<file path="src/rtl/arqshc_pkg.sv">
`default_nettype none

package arqshc_pkg;

    typedef enum logic [2:0] {
        CMD_FORCE_OFF     = 3'd0,
        CMD_START_INIT    = 3'd1,
        CMD_PEER_HS       = 3'd2,
        CMD_POLL_TIMEOUT  = 3'd3,
        CMD_TX_ACTIVITY   = 3'd4,
        CMD_RX_ACTIVITY   = 3'd5,
        CMD_HS_EMITTED    = 3'd6
    } cmd_t;

    typedef enum logic [2:0] {
        MODE_OFF  = 3'b001,
        MODE_INIT = 3'b010,
        MODE_ON   = 3'b100
    } mode_t;

    localparam logic [1:0] SESS_OFF  = 2'd0;
    localparam logic [1:0] SESS_INIT = 2'd1;
    localparam logic [1:0] SESS_ON   = 2'd2;

    localparam logic [31:0] TIMEOUT_RESET = 32'd20000;
    localparam logic        REG_TIMEOUT   = 1'b0;

    typedef struct packed {
        logic [1:0]  session_state;
        logic [31:0] session_id;
        logic        handshake_pending;
        logic        session_restarted;
        logic        rings_wipe;
        logic        timed_out;
    } result_t;

    function automatic logic [1:0] mode_code(input mode_t m);
        logic [1:0] code;
        code = SESS_OFF;
        unique case (m)
            MODE_OFF:  code = SESS_OFF;
            MODE_INIT: code = SESS_INIT;
            MODE_ON:   code = SESS_ON;
            default:   code = SESS_OFF;
        endcase
        return code;
    endfunction

endpackage

`default_nettype wire

</file>
<file path="src/rtl/arqshc_session.sv">
`default_nettype none

module arqshc_session
    import arqshc_pkg::*;
(
    input  wire logic        clk,
    input  wire logic        rst_n,
    input  wire logic        step,
    input  wire logic [2:0]  command,
    input  wire logic [1:0]  peer_mode,
    input  wire logic [31:0] peer_identifier,
    input  wire logic [31:0] time_now,
    input  wire logic [31:0] idle_limit,
    output result_t          result
);

    mode_t       mode_reg,  mode_next;
    logic [31:0] ident_reg, ident_next;
    logic        flag_reg,  flag_next;
    logic [31:0] tx_reg,    tx_next;
    logic [31:0] rx_reg,    rx_next;
    logic        restarted;
    logic        wipe;
    logic        tmo;
    logic        match;
    logic [31:0] dtx;
    logic [31:0] drx;

    assign match = (peer_identifier == ident_reg);
    assign dtx   = time_now - tx_reg;
    assign drx   = time_now - rx_reg;

    always_comb
    begin
        mode_next  = mode_reg;
        ident_next = ident_reg;
        flag_next  = flag_reg;
        tx_next    = tx_reg;
        rx_next    = rx_reg;
        restarted  = 1'b0;
        wipe       = 1'b0;
        tmo        = 1'b0;
        unique case (command)
            CMD_FORCE_OFF:
            begin
                mode_next  = MODE_OFF;
                ident_next = '0;
                flag_next  = 1'b0;
                tx_next    = '0;
                rx_next    = '0;
                wipe       = 1'b1;
            end
            CMD_START_INIT:
            begin
                mode_next  = MODE_INIT;
                ident_next = time_now;
                flag_next  = 1'b0;
                tx_next    = time_now;
                rx_next    = time_now;
                wipe       = 1'b1;
            end
            CMD_PEER_HS:
            begin
                priority if (mode_reg == MODE_ON && match)
                begin
                    flag_next = (peer_mode == SESS_INIT);
                end
                else if (mode_reg == MODE_INIT && match)
                begin
                    mode_next = MODE_ON;
                    flag_next = 1'b0;
                    restarted = 1'b1;
                end
                else if (mode_reg != MODE_INIT || peer_identifier > ident_reg)
                begin
                    mode_next  = MODE_ON;
                    ident_next = peer_identifier;
                    flag_next  = 1'b1;
                    tx_next    = time_now;
                    rx_next    = time_now;
                    restarted  = 1'b1;
                    wipe       = 1'b1;
                end
                else
                begin
                end
            end
            CMD_POLL_TIMEOUT:
            begin
                if (mode_reg != MODE_OFF && (dtx > idle_limit || drx > idle_limit))
                begin
                    mode_next  = MODE_OFF;
                    ident_next = '0;
                    flag_next  = 1'b0;
                    tx_next    = '0;
                    rx_next    = '0;
                    wipe       = 1'b1;
                    tmo        = 1'b1;
                end
            end
            CMD_TX_ACTIVITY:
            begin
                tx_next = time_now;
            end
            CMD_RX_ACTIVITY:
            begin
                rx_next = time_now;
            end
            CMD_HS_EMITTED:
            begin
                flag_next = 1'b0;
            end
            default:
            begin
            end
        endcase
    end

    always_comb
    begin
        result.session_state     = mode_code(mode_next);
        result.session_id        = ident_next;
        result.handshake_pending = flag_next;
        result.session_restarted = restarted;
        result.rings_wipe        = wipe;
        result.timed_out         = tmo;
    end

    always_ff @(posedge clk or negedge rst_n)
    begin
        if (!rst_n)
        begin
            mode_reg  <= MODE_OFF;
            ident_reg <= '0;
            flag_reg  <= 1'b0;
            tx_reg    <= '0;
            rx_reg    <= '0;
        end
        else if (step)
        begin
            mode_reg  <= mode_next;
            ident_reg <= ident_next;
            flag_reg  <= flag_next;
            tx_reg    <= tx_next;
            rx_reg    <= rx_next;
        end
    end

endmodule

`default_nettype wire

</file>
<file path="src/rtl/arq_session_handshake_control.sv">
// Channel   Handshake                 Payload
// cmd       cmd_valid / cmd_stall     command, peer_mode, peer_identifier, time_now
// res       res_valid / res_stall     session_state, session_id, handshake_pending,
//                                     session_restarted, rings_wipe, timed_out
// cfg       APB write/read            session_timeout_ms at byte address 0
//
// One beat per cycle sustained while res_stall is low; each command beat passes
// through the input register, then the session update into the result register.
// Session state updates as each beat leaves the input register, so beats chain
// back to back. Reset sets the session off and the timeout to 20000 ms.
// A stalled result holds; the input register still takes a beat while empty.
`default_nettype none

module arq_session_handshake_control
    import arqshc_pkg::*;
(
    input  wire logic        clk,
    input  wire logic        rst_n,

    input  wire logic        cmd_valid,
    output logic             cmd_stall,
    input  wire logic [2:0]  command,
    input  wire logic [1:0]  peer_mode,
    input  wire logic [31:0] peer_identifier,
    input  wire logic [31:0] time_now,

    output logic             res_valid,
    input  wire logic        res_stall,
    output logic [1:0]       session_state,
    output logic [31:0]      session_id,
    output logic             handshake_pending,
    output logic             session_restarted,
    output logic             rings_wipe,
    output logic             timed_out,

    input  wire logic        psel,
    input  wire logic        penable,
    input  wire logic        pwrite,
    input  wire logic [2:0]  paddr,
    input  wire logic [31:0] pwdata,
    output logic [31:0]      prdata,
    output logic             pready
);

    logic        in_valid_reg;
    logic [2:0]  command_reg;
    logic [1:0]  peer_mode_reg;
    logic [31:0] peer_id_reg;
    logic [31:0] time_reg;
    logic        out_valid_reg;
    result_t     out_reg;
    result_t     result;
    logic [31:0] timeout_reg;
    logic        out_free;
    logic        advance;
    logic        take;

    assign out_free  = !out_valid_reg || !res_stall;
    assign advance   = in_valid_reg && out_free;
    assign take      = cmd_valid && !cmd_stall;
    assign cmd_stall = in_valid_reg && !out_free;

    assign pready = 1'b1;
    assign prdata = (paddr[2] == REG_TIMEOUT) ? timeout_reg : '0;

    always_ff @(posedge clk or negedge rst_n)
    begin
        if (!rst_n)
        begin
            timeout_reg <= TIMEOUT_RESET;
        end
        else if (psel && penable && pwrite && paddr[2] == REG_TIMEOUT)
        begin
            timeout_reg <= pwdata;
        end
    end

    always_ff @(posedge clk or negedge rst_n)
    begin
        if (!rst_n)
        begin
            in_valid_reg <= 1'b0;
        end
        else if (take)
        begin
            in_valid_reg <= 1'b1;
        end
        else if (advance)
        begin
            in_valid_reg <= 1'b0;
        end
    end

    always_ff @(posedge clk)
    begin
        if (take)
        begin
            command_reg   <= command;
            peer_mode_reg <= peer_mode;
            peer_id_reg   <= peer_identifier;
            time_reg      <= time_now;
        end
    end

    arqshc_session u_session (
        .clk             (clk),
        .rst_n           (rst_n),
        .step            (advance),
        .command         (command_reg),
        .peer_mode       (peer_mode_reg),
        .peer_identifier (peer_id_reg),
        .time_now        (time_reg),
        .idle_limit      (timeout_reg),
        .result          (result)
    );

    always_ff @(posedge clk or negedge rst_n)
    begin
        if (!rst_n)
        begin
            out_valid_reg <= 1'b0;
        end
        else if (out_free)
        begin
            out_valid_reg <= in_valid_reg;
        end
    end

    always_ff @(posedge clk)
    begin
        if (advance)
        begin
            out_reg <= result;
        end
    end

    assign res_valid         = out_valid_reg;
    assign session_state     = out_reg.session_state;
    assign session_id        = out_reg.session_id;
    assign handshake_pending = out_reg.handshake_pending;
    assign session_restarted = out_reg.session_restarted;
    assign rings_wipe        = out_reg.rings_wipe;
    assign timed_out         = out_reg.timed_out;

endmodule

`default_nettype wire

</file>
<file path="config.mk">
export PLATFORM = sky130hd
export DESIGN_NAME = arq_session_handshake_control
export DESIGN_NICKNAME = d
export VERILOG_FILES = /design/src/rtl/arqshc_pkg.sv /design/src/rtl/arqshc_session.sv /design/src/rtl/arq_session_handshake_control.sv
export SDC_FILE = /design/constraint.sdc
export NUM_CORES = 1
export LEC_CHECK = 0
export ABC_AREA = 1
export CORE_UTILIZATION = 35
export CTS_CLUSTER_SIZE = 30
export DETAILED_ROUTE_END_ITERATION = 16
export DONT_BUFFER_PORTS = 1
export GPL_TIMING_DRIVEN = 0
export PLACE_DENSITY = 0.59
export REMOVE_ABC_BUFFERS = 1
export SLEW_MARGIN = 20
export SYNTH_ARGS = -nofsm -noshare
export SYNTH_HDL_FRONTEND = slang
export SYNTH_SLANG_ARGS = --single-unit
</file>
<file path="constraint.sdc">
create_clock -name clk -period 10.69 [get_ports clk]
set_input_delay 0.5345 -clock clk [delete_from_list [all_inputs] [get_ports clk]]
set_output_delay 0.5345 -clock clk [all_outputs]
set_load 0.02 [all_outputs]
</file>
---- After elaboration in Yosys (flattened, before gate mapping) ----
Cells that the tools add are included.
cells by class
  add/sub/neg operators ................... 2
  multipliers ............................. 0
  div/mod/pow operators ................... 0
  order comparisons ....................... 3
  equal/unequal tests ..................... 18
  shift-type cells ........................ 0
  multiplexer cells ....................... 31
  bitwise gates (word level) .............. 2
  reductions and logical operators ........ 27
operator list
  kind                                                   count
  one-hot mux 32 bit (4 select lines)                    3
  2-to-1 mux 32 bit                                      9
  > comparator 32 bit                                    3
  subtractor 32 bit                                      2
  == test 32 bit                                         1
  == test 3 bit, second input constant                   5
  == test 3 x 2 -> 1 bit, second input constant          4
  2-to-1 mux 3 bit                                       4
  one-hot mux 3 bit (4 select lines)                     1
  AND reduction 6 bit                                    2
  2-to-1 mux 1 bit                                       11
  logical AND 1 bit                                      9
  nonzero test 4 bit                                     2
  OR reduction 2 bit                                     4
  one-hot mux 1 bit (3 select lines)                     2
  logical NOT 1 bit                                      4
  inequality test 2 x 1 -> 1 bit, second input constant  2
  inequality test 2 bit, second input constant           2
  one-hot mux 2 bit (2 select lines)                     1
  == test 3 x 1 -> 1 bit, second input constant          1
  logical NOT 3 bit                                      1
  logical OR 1 bit                                       3
  inequality test 3 x 1 -> 1 bit, second input constant  1
  inequality test 3 x 2 -> 1 bit, second input constant  1
  other kinds (4)                                        5
storage, ports and cells
  bits in registers ....................... 241
  latch bits .............................. 0
  RAM bits ................................ 0
  memory bits (read-only) ................. 0
  input bits .............................. 111
  output and inout bits ................... 73
  word-level logic and storage cells ...... 101
  memories ................................ 0

---- Depth between registers and ports, before layout ----
  word-level depth ........................ 8
  mapped depth ............................ 32
  mapped depth without buffers ............ 31

---- By module ----
Synthesis repeated with hierarchy kept, for this count alone.
second synthesis, totals
  cell total of the unflattened synthesis .. 2106
  area, all modules ....................... 16667.2 um^2
by module, submodules not included
  module                         instances  cells each  area an instance (um^2)  sequential area each (um^2)
  arqshc_session                 1          1775        11773.8                  2503.7
  arq_session_handshake_control  1          331         4893.4                   4070.2

---- Least setup slack after synthesis ----
No wires, ideal clock.
  path type ............................... reg2reg
  from .................................... register time_reg[0]
  to ...................................... register out_reg (netlist bit session_id[10]) (data pin)
  library setup time ...................... 254 ps
  data arrival time ....................... 3599 ps
  data required time ...................... 10436 ps
  setup slack ............................. 6837 ps
  stages on the path, launching flop included .. 31
  path buffers ............................ 1
  period minus slack after synthesis ...... 3853 ps
  path through ............................ edfxtp_1 inv_1 ha_1 inv_1 fa_1 nand3_1 nand2_1 a21boi_0 nand3b_1 nand3_1 nand2_1 o211ai_1 nand4_1 nand2_1 nand2_1 nand2_1 ha_1 nand2_1 nor2_1 nand2_1 nor4_2 nand2_1 nand2_1 nand2_1 nand2_2 nand2_4 nand2_4 nand2_4 buf_6 nand2_1 nand2_2
RTL lines
  item                      RTL line                              RTL
  start: declaration        arq_session_handshake_control.sv:49   logic [31:0] time_reg;
  start signal: assignment  arq_session_handshake_control.sv:101  time_reg <= time_now;
  end signal: assignment    arq_session_handshake_control.sv:133  out_reg <= result;
  end: declaration          arq_session_handshake_control.sv:51   result_t out_reg;

---- Final worst setup path ----
  from .................................... register time_reg[0]
  to ...................................... register u_session.rx_reg[8]
between the ends
  cells in the longest elaborated chain, start to end .. 6
  elaborated cells on any way between the ends .. 8
  classes of those cells .................. add/sub: 2; order compare: 2; eq/ne: 1; reduce/logical: 3
RTL lines
  item                                                 RTL line                                    RTL
  subtractor 32 bit (on tied branches)                 arqshc_session.sv:30, arqshc_session.sv:31
  > comparator 32 bit                                  arqshc_session.sv:90                        if (mode_reg != MODE_OFF && (dtx > idle_limit || drx > idle_limit))
  logical OR 1 bit (*)                                 arqshc_session.sv:90
  logical AND 1 bit (*)                                arqshc_session.sv:90
  inequality test 2 x 1 -> 1 bit (no source line) (*)  n/a
  AND reduction 6 bit (no source line) (*)             n/a
  end signal: assignment                               arqshc_session.sv:145                       rx_reg <= rx_next;
  end: declaration                                     arqshc_session.sv:21                        logic [31:0] rx_reg, rx_next;
Every way passes the cells marked *; elsewhere a longest branch is shown, timed or not.
A chain may end at the register's enable or synchronous reset.

==> results.ini <==
[worst_hold_path]
min_path_cells=0
hold_start=peer_identifier[22]
hold_class=primary input to flip-flop
min_to=peer_id_reg[22]

[timing]
fin_setup_tns_ps=0
fmax_mhz=186.7
drv_slew=0
maxSlewHeadroom_pct=47.60
final_hold_viol_count=0
worst_slew_pin_slew_ps=786.0
final.setup_skew_ps=17.12
finalCritPeriodShare_pct=50.12
rsz0062_at_grt=no
min_period_ps=5357
setup_viol=0

[drt]
wl_per_cell_um=16.00
drt_iter0_drc=660
wl_mm=42.15
first_pass_iters=5
vias=12720
routed_via_density=4.831
route.detailed.drc=0
antenna_left=0

[worst_setup_path]
crit_top_cell=nand2_1
reg2reg_from=time_reg[0]
critPathMaxStageDelay_ps=540
cp-end-kind=flip-flop
worst_ep_required_time_ps=11180
regToRegSetupSlack_ps=5330
cp-start-kind=flip-flop
reg2reg_to=u_session.rx_reg[8]
path_class=flip-flop to flip-flop
critPathArrivalTime_ps=5850
critPathMaxFanout=64
crit_slowest_cell=nand3_4
reg2reg_depth=28

[clock_network]
clk_pin_slew_worst_paths_ps=60
post-cts-setup-buffer-count=0
clockRootBuffer=clkbuf_16
clk_latency_ps=600
cts_tree=done
cts_buffers=29
cts_sinks=241
cts_buffer_depth=3
cts_max_level=1

[placed_design]
routabilityCongestion=0.8618
dpl.cell_count=2577
hpwl_mm=31.76
portBuffers=0

[power]
p_leak_uw=0.008331
power_density_nw_per_um2=225.1
ir_worst_vdd_mv=0.1440
seq_power_share_pct=32.8
p_sw_share_pct=41.07
internal-power_uw=2352
switching_power_uw=1639
clkPwrFrac_pct=25.3
comb_power_share_pct=41.8

[finish]
instances_no_fill=2634
multi_input_area_um2=8268
final_nets=2282
final_common_cell=nand2_1
syn_to_final_growth_pct=10.61
final_cell_mix=nand2_1, inv_1, a21oi_1, ha_1, nor2_1
diodes=0
fillCellCount=4632
drive_gt1_share_pct=6.932
regArea_um2=6574

[die]
die_h_um=216.0
core_um2=45280
num_io_pins=184
die_area_um2=46660
num_rows=78
start_util_pct=35.40
die_w_um=216.0

[flow_run]
drv_cap=0

[yosys]
ys_seq_area_share_pct=41.01
ys_top_cells_by_area=edfxtp_1, dfrtp_1, nand2_1
synth_area_per_cell_um2=7.936
async_flop_share_pct=55.60
ys_ff_latch=241
synth-edff-count=107
syn_inst=2020
yosys.area.top_type=edfxtp_1
yosys.area.top_type_share_pct=20.04
synth_ff_type=dfrtp_1
yosysUniqueCellTypes=50
ys_warn_count=0
syn_area_um2=16030

[global_route]
track_usage_pct=17.96
antenna_found_initial=2
overflow=0
grt_pass1_vias=12390
grt_first_pass_wirelength_mm=66.50
grt_max_degree=135

[run_status]
status=complete, no violations

## metal layers
metal,vias up,global-route usage (%),wire length [µm]
met5,-,0,19
met4,4,5.423,1258
met3,66,2.579,1733
met2,259,29.50,19000
met1,5803,24.41,20140
li1,6592,-,-
## power groups by stage
stage | Sequential [µW] | Clock, µW | Combinational [µW]
global route | 1330 | 1070 | 1920
global placement | 1330 | 0 | 1620
detailed placement | 1330 | 0 | 1660
floorplan | 1290 | 0 | 1250
CTS | 1310 | 1050 | 1680
finish | 1310 | 1010 | 1670
## stage by stage
stage                     util (%)  cell area (µm²)  power, µW  hold slack [ps]  setup WS [ps]
final                        39.16            17730       3991            28.87           5333
after global routing         39.16            17730       4328            6.124           4815
after CTS                    39.16            17730       4041          0.03786           5259
after detailed placement     36.89            16700       2987            244.0           5263
after global placement       36.42            16490       2943            242.2           5038
after floorplan                  -            15740       2538            238.9           6667
## final cells by class
cell class	count	share of cell area, %
Clock buffer	40	4.728
Clock inverter	14	0.7973
Inverter	248	5.292
Multi-Input combinational cell	1478	46.63
Sequential cell	241	37.07
Tap cell	600	4.234
Timing Repair Buffer	13	1.249
## critical path, delay by kind of cell, from the launching register on
family          cells  cell delay (ps)
simple gates       20             2700
compound gates      3             1020
fa+ha+maj           3              840
flops               1              410
buf+inv             2              240
## how the worst max path moves through the flow
stage,startpoint,to,slack (ps)
after floorplan,time_reg[0],u_session.rx_reg[0],6670
after global placement,res_stall,session_id[22],5040
after detailed placement,time_reg[0],u_session.rx_reg[8],5260
after CTS,time_reg[0],u_session.rx_reg[8],5260
after global routing,time_reg[0],u_session.rx_reg[4],4820
final,time_reg[0],u_session.rx_reg[8],5330
## cells in the mapped netlist (15+ instances only)
library cell	n
a21oi_1	170
clkbuf_1	33
nand2_2	44
o21ai_1	64
nand4_1	17
ha_1	158
nand2_1	606
xor2_1	34
nor3_1	15
xnor2_1	26
o21ai_0	56
nor2_1	148
dfrtp_1	128
nand3_1	54
inv_1	244
edfxtp_1	107
## timing repair
item                      4_1_cts  5_1_grt
resized for setup               0        0
hold endpoints to repair      135        0
hold buffers                    3        0
## logic make-up after synthesis
group                      share of synthesized area (%)
AOI/OAI and AO/OA                                  10.93
xor gates and xnor gates                           3.278
adders and majority gates                          12.58
buffers and inverters                              7.625
DFF                                                41.01
other                                            0.02339
and+or+nand+nor                                    24.55
Power figures use the tool's default switching activity.
